===== src/sv/polymul_pkg.sv =====
// ----------------------------------------------------------------------------
// Polynomial multiplier package
// Field widths, operation codes and the control word for the cell row.
// ----------------------------------------------------------------------------
`default_nettype none

package polymul_pkg;

  localparam int unsigned OP_W   = 1;
  localparam int unsigned IDX_W  = 5;
  localparam int unsigned COEF_W = 16;
  localparam int unsigned DEG_W  = 6;
  localparam int unsigned PROD_W = 40;

  localparam logic [OP_W-1:0] OP_LOAD = 1'b0;
  localparam logic [OP_W-1:0] OP_MULT = 1'b1;

  typedef struct packed {
    logic load;
    logic mac;
    logic shift;
  } cell_ctrl_t;

endpackage

`default_nettype wire


===== src/sv/polymul_cell.sv =====
// ----------------------------------------------------------------------------
// Polynomial multiplier cell
// Holds one multiplier coefficient and one running sum; hands its sum, with
// the current product added, to its left neighbor.
// ----------------------------------------------------------------------------
`default_nettype none

module polymul_cell #(
  parameter int CELL_IDX = 0
) (
  input  wire                                   clk_i,
  input  wire                                   rst_ni,
  input  polymul_pkg::cell_ctrl_t               ctrl_i,
  input  wire        [polymul_pkg::IDX_W-1:0]   index_i,
  input  wire signed [polymul_pkg::COEF_W-1:0]  coef_i,
  input  wire signed [polymul_pkg::PROD_W-1:0]  next_i,
  output logic signed [polymul_pkg::PROD_W-1:0] sum_o
);
  import polymul_pkg::*;

  logic signed [COEF_W-1:0]   b_q;
  logic signed [PROD_W-1:0]   sum_q, sum_d;
  logic signed [2*COEF_W-1:0] mult_w;
  logic                       hit_w;

  assign mult_w = coef_i * b_q;
  assign sum_o  = ctrl_i.mac ? sum_q + PROD_W'(mult_w) : sum_q;
  assign sum_d  = ctrl_i.shift ? next_i : sum_q;
  assign hit_w  = ctrl_i.load && (int'(index_i) == CELL_IDX);

  always_ff @(posedge clk_i or negedge rst_ni) begin
    if (!rst_ni) begin
      b_q   <= '0;
      sum_q <= '0;
    end else begin
      if (hit_w) begin
        b_q <= coef_i;
      end
      sum_q <= sum_d;
    end
  end

endmodule

`default_nettype wire


===== config.mk =====
export PLATFORM = sky130hd
export DESIGN_NAME = polymul_cell
export DESIGN_NICKNAME = d
export VERILOG_FILES = /design/src/sv/polymul_pkg.sv /design/src/sv/polymul_cell.sv
export SDC_FILE = /design/constraint.sdc
export NUM_CORES = 1
export LEC_CHECK = 0
export BUFFER_PORTS_ARGS = -buffer_cell sky130_fd_sc_hd__buf_2
export CAP_MARGIN = 5
export CELL_PAD_IN_SITES_DETAIL_PLACEMENT = 0
export CELL_PAD_IN_SITES_GLOBAL_PLACEMENT = 1
export CORE_ASPECT_RATIO = 0.5
export CORE_MARGIN = 2
export CORE_UTILIZATION = 51
export CTS_BUF_LIST = sky130_fd_sc_hd__clkbuf_8
export DETAILED_ROUTE_END_ITERATION = 7
export GPL_ROUTABILITY_DRIVEN = 0
export GPL_TIMING_DRIVEN = 0
export PLACE_DENSITY = 0.86
export SETUP_SLACK_MARGIN = 0.02
export SKIP_LAST_GASP = 1
export SLEW_MARGIN = 20
export SYNTH_ARGS = -nofsm -noshare
export SYNTH_HDL_FRONTEND = slang
export SYNTH_SLANG_ARGS = --single-unit
export TNS_END_PERCENT = 10

===== constraint.sdc =====
create_clock -name clk_i -period 10.92 [get_ports clk_i]
set_input_delay 2.184 -clock clk_i [delete_from_list [all_inputs] [get_ports clk_i]]
set_output_delay 2.184 -clock clk_i [all_outputs]
set_load 0.02 [all_outputs]

==> out/metrics.cfg <==
[cts]
cts-root-buf=clkbuf_8
clock_tree.htree_level_count=2
clock_sinks=56
cts-buffers-inserted=5
clk_pin_slew_ns=0.13
tritoncts=yes
clock_latency_ns=0.36
clock_path_buffers=2
cts_hold_buffers=0

[final_layout]
most-common-layout-cells=inv_1, fa_1, nand2_1, and2_1, ha_1
layout-area-overhead-vs-synth_pct=8.38
final_cell_count_no_fill=2034
drive_gt1_share_pct=15.1
layout_commonest_cell=inv_1
n_diodes=0
final_net_count=2153

[synth]
synthArstFlopShare_pct=100
ys_seq_area_share_pct=9.37
syn_inst=1534
synth_enable_flop_cells=0
synth.net_count=2045
synthesized_area_um2=15000
postSynthRegisterBits=56
avgSynthCellArea_um2=9.75
synth.distinct_cells=58
synth.yosys.warnings=0
synth-main-ff-cell=dfrtp_1

[worst_setup_path]
worstSetupStartpoint=coef_i[15]
worst-path-max-fanout=10
crit_type=in -> out
timing.reg2reg.worst_path_depth=2
crit_required_ns=8.74
crit_path_arrival_time_ns=8.61
worstSetupStartpointType=primary input
regToRegStartpoint=b_q[7]
worstSetupEndpointType=primary output
reg2reg_slack_ns=9.82
r2r_endpoint=b_q[7]
critical_path.endpoint=sum_o[39]

[route]
detail_route.wirelength_mm=34.1
routedWlPerCell_um=16.8
drt-pass1-iter-count=7
drcViolationCount=0
number_of_vias_per_cell=5.18
antenna_violating_nets_post_route=0
dr_total_vias=10500
detailedRoute.firstIterationViolations=631

[placement]
io_buffers=104
pre_cts_ws_ns=-0.522
dp_hpwl_mm=30.5
placed_cells=2029

[die]
die_width_um=246
core_region_area_um2=28900
ios=106
die_h_um=125
floorplan.initialDensity_pct=51.7
placement_rows=44
dieArea_um2=30800

[timing]
timing.max_slew.rel_slack_pct=40.5
clock-skew-final_ns=0
max_freq_ghz=0.0927
grt_setup_unrepaired=yes
post-route-min-period_ns=10.79
max_slew.worst_pin.slew_ns=0.892
fin_worst_hold_slack_ns=0.556
min_period_over_period_pct=98.8
final_max_slew_viol_count=0
report.final.setup_viol=0
setup_ws_ns=0.129
final_hold_viol_count=0

[flow_run]
drv_cap=0

[global_routing]
globalRouteTotalUtil_pct=23.9
overflow=0
antenna_found_initial=0
vias_in_the_first_global_route=11400
grt_start_max_net_pins=57
first_pass_grt_wire_length_mm=57.4

[hold_path]
hp-class=reg -> reg

[run_status]
run_status=completed

-- Yosys cell counts, drive strengths merged, types with 2 or more instances --
cell type / n / area (um2)
a2111oi: 3 / 45.1
a21boi: 3 / 26.3
a21o: 22 / 165
a21oi: 36 / 191
a221oi: 2 / 30.0
a31oi: 5 / 37.5
and2: 114 / 713
and3: 6 / 37.5
buf: 7 / 45.0
clkbuf: 46 / 173
dfrtp: 56 / 1400
fa: 330 / 6610
ha: 115 / 1440
inv: 413 / 1550
mux2: 84 / 950
nand2: 157 / 589
nand2b: 7 / 43.8
nand3: 8 / 40.0
nand3b: 2 / 15.0
nand4: 4 / 25.0
nor2: 25 / 93.8
nor3: 2 / 10.0
o211ai: 2 / 20.0
o21a: 2 / 15.0
o21ai: 19 / 95.1
o21bai: 4 / 30.0
o31ai: 4 / 40.0
xnor2: 31 / 272
xor2: 7 / 61.3
-- worst min path at each step --
stage                         start         to  slack [ns]  depth (start not counted)
final                     sum_q[30]  sum_q[30]        0.56                          1
after global routing      sum_q[30]  sum_q[30]        0.59                          1
after CTS                 sum_q[33]  sum_q[33]        0.56                          1
after detailed placement  sum_q[33]  sum_q[33]        0.53                          1
after global placement    sum_q[32]  sum_q[32]        0.52                          1
after floorplan             b_q[15]    b_q[15]        0.50                          1
-- per-stage QoR --
step | utilization [%] | cell area [um2] | TNS (ns)
2_1_floorplan | - | 15000 | 0
3_3_place_gp | 55.2 | 16000 | -3.49
3_5_place_dp | 55.3 | 16000 | -3.58
4_1_cts | 55.7 | 16100 | -0.0805
5_1_grt | 56.1 | 16200 | -0.512
6_report | 56.1 | 16200 | 0
-- cell families after synthesis --
kind of cell	count (synthesis)	share of synthesized area, %
muxes	86	6.57
xor gates and xnor gates	38	2.23
buffers and inverters	466	11.8
and+or+nand+nor	329	10.7
adders and majority gates	445	53.8
DFF	56	9.37
AOI/OAI and AO/OA	114	5.53
-- routing by layer --
metal | GRT usage, % | vias to the layer above | share of wire, %
met5 | 0 | - | 0
met4 | 4.53 | 0 | 1.6
met3 | 3.39 | 40 | 5.1
met2 | 41.5 | 253 | 51
met1 | 32.2 | 5451 | 42
li1 | - | 4782 | -
-- worst max-delay path, cell delays in order --
cell and delay (ns):
buf_4 0.16, clkbuf_8 0.20, nand2_1 0.12, inv_1 0.11, fa_2 0.51, fa_1 0.62
clkinvlp_4 0.15, buf_12 0.16, fa_2 0.50, fa_1 0.51, inv_1 0.05, fa_1 0.47
inv_1 0.05, fa_1 0.48, inv_1 0.04, ha_1 0.34, a21o_1 0.18, a21o_1 0.17
a21oi_1 0.20, o21ai_0 0.13, a21oi_2 0.20, o31ai_4 0.10, o21bai_1 0.21, mux4_2 0.52
nand2_1 0.07, buf_2 0.16
-- repair_timing --
action,in CTS,in global routing
setup buffers,4,6
setup endpoints to repair,12,13
pin swaps,5,9
resized for setup,9,19
-- registers in the layout, indices dropped and copies added, names as in the netlist --
register  flops
b_q          16
sum_q        40
-- cell type report --
type,count,area [um2]
buffer,40,183
inverter,413,1550
multi-input combinational,1012,11900
timing repair buffer,114,616
sequential,56,1400
clock inverter,3,22.5
fill,2568,12700
clock buffer,5,68.8
tap,391,489
Power is not shown: default switching activity piles up to over one toggle a cycle in this logic, so the estimate is an artifact.
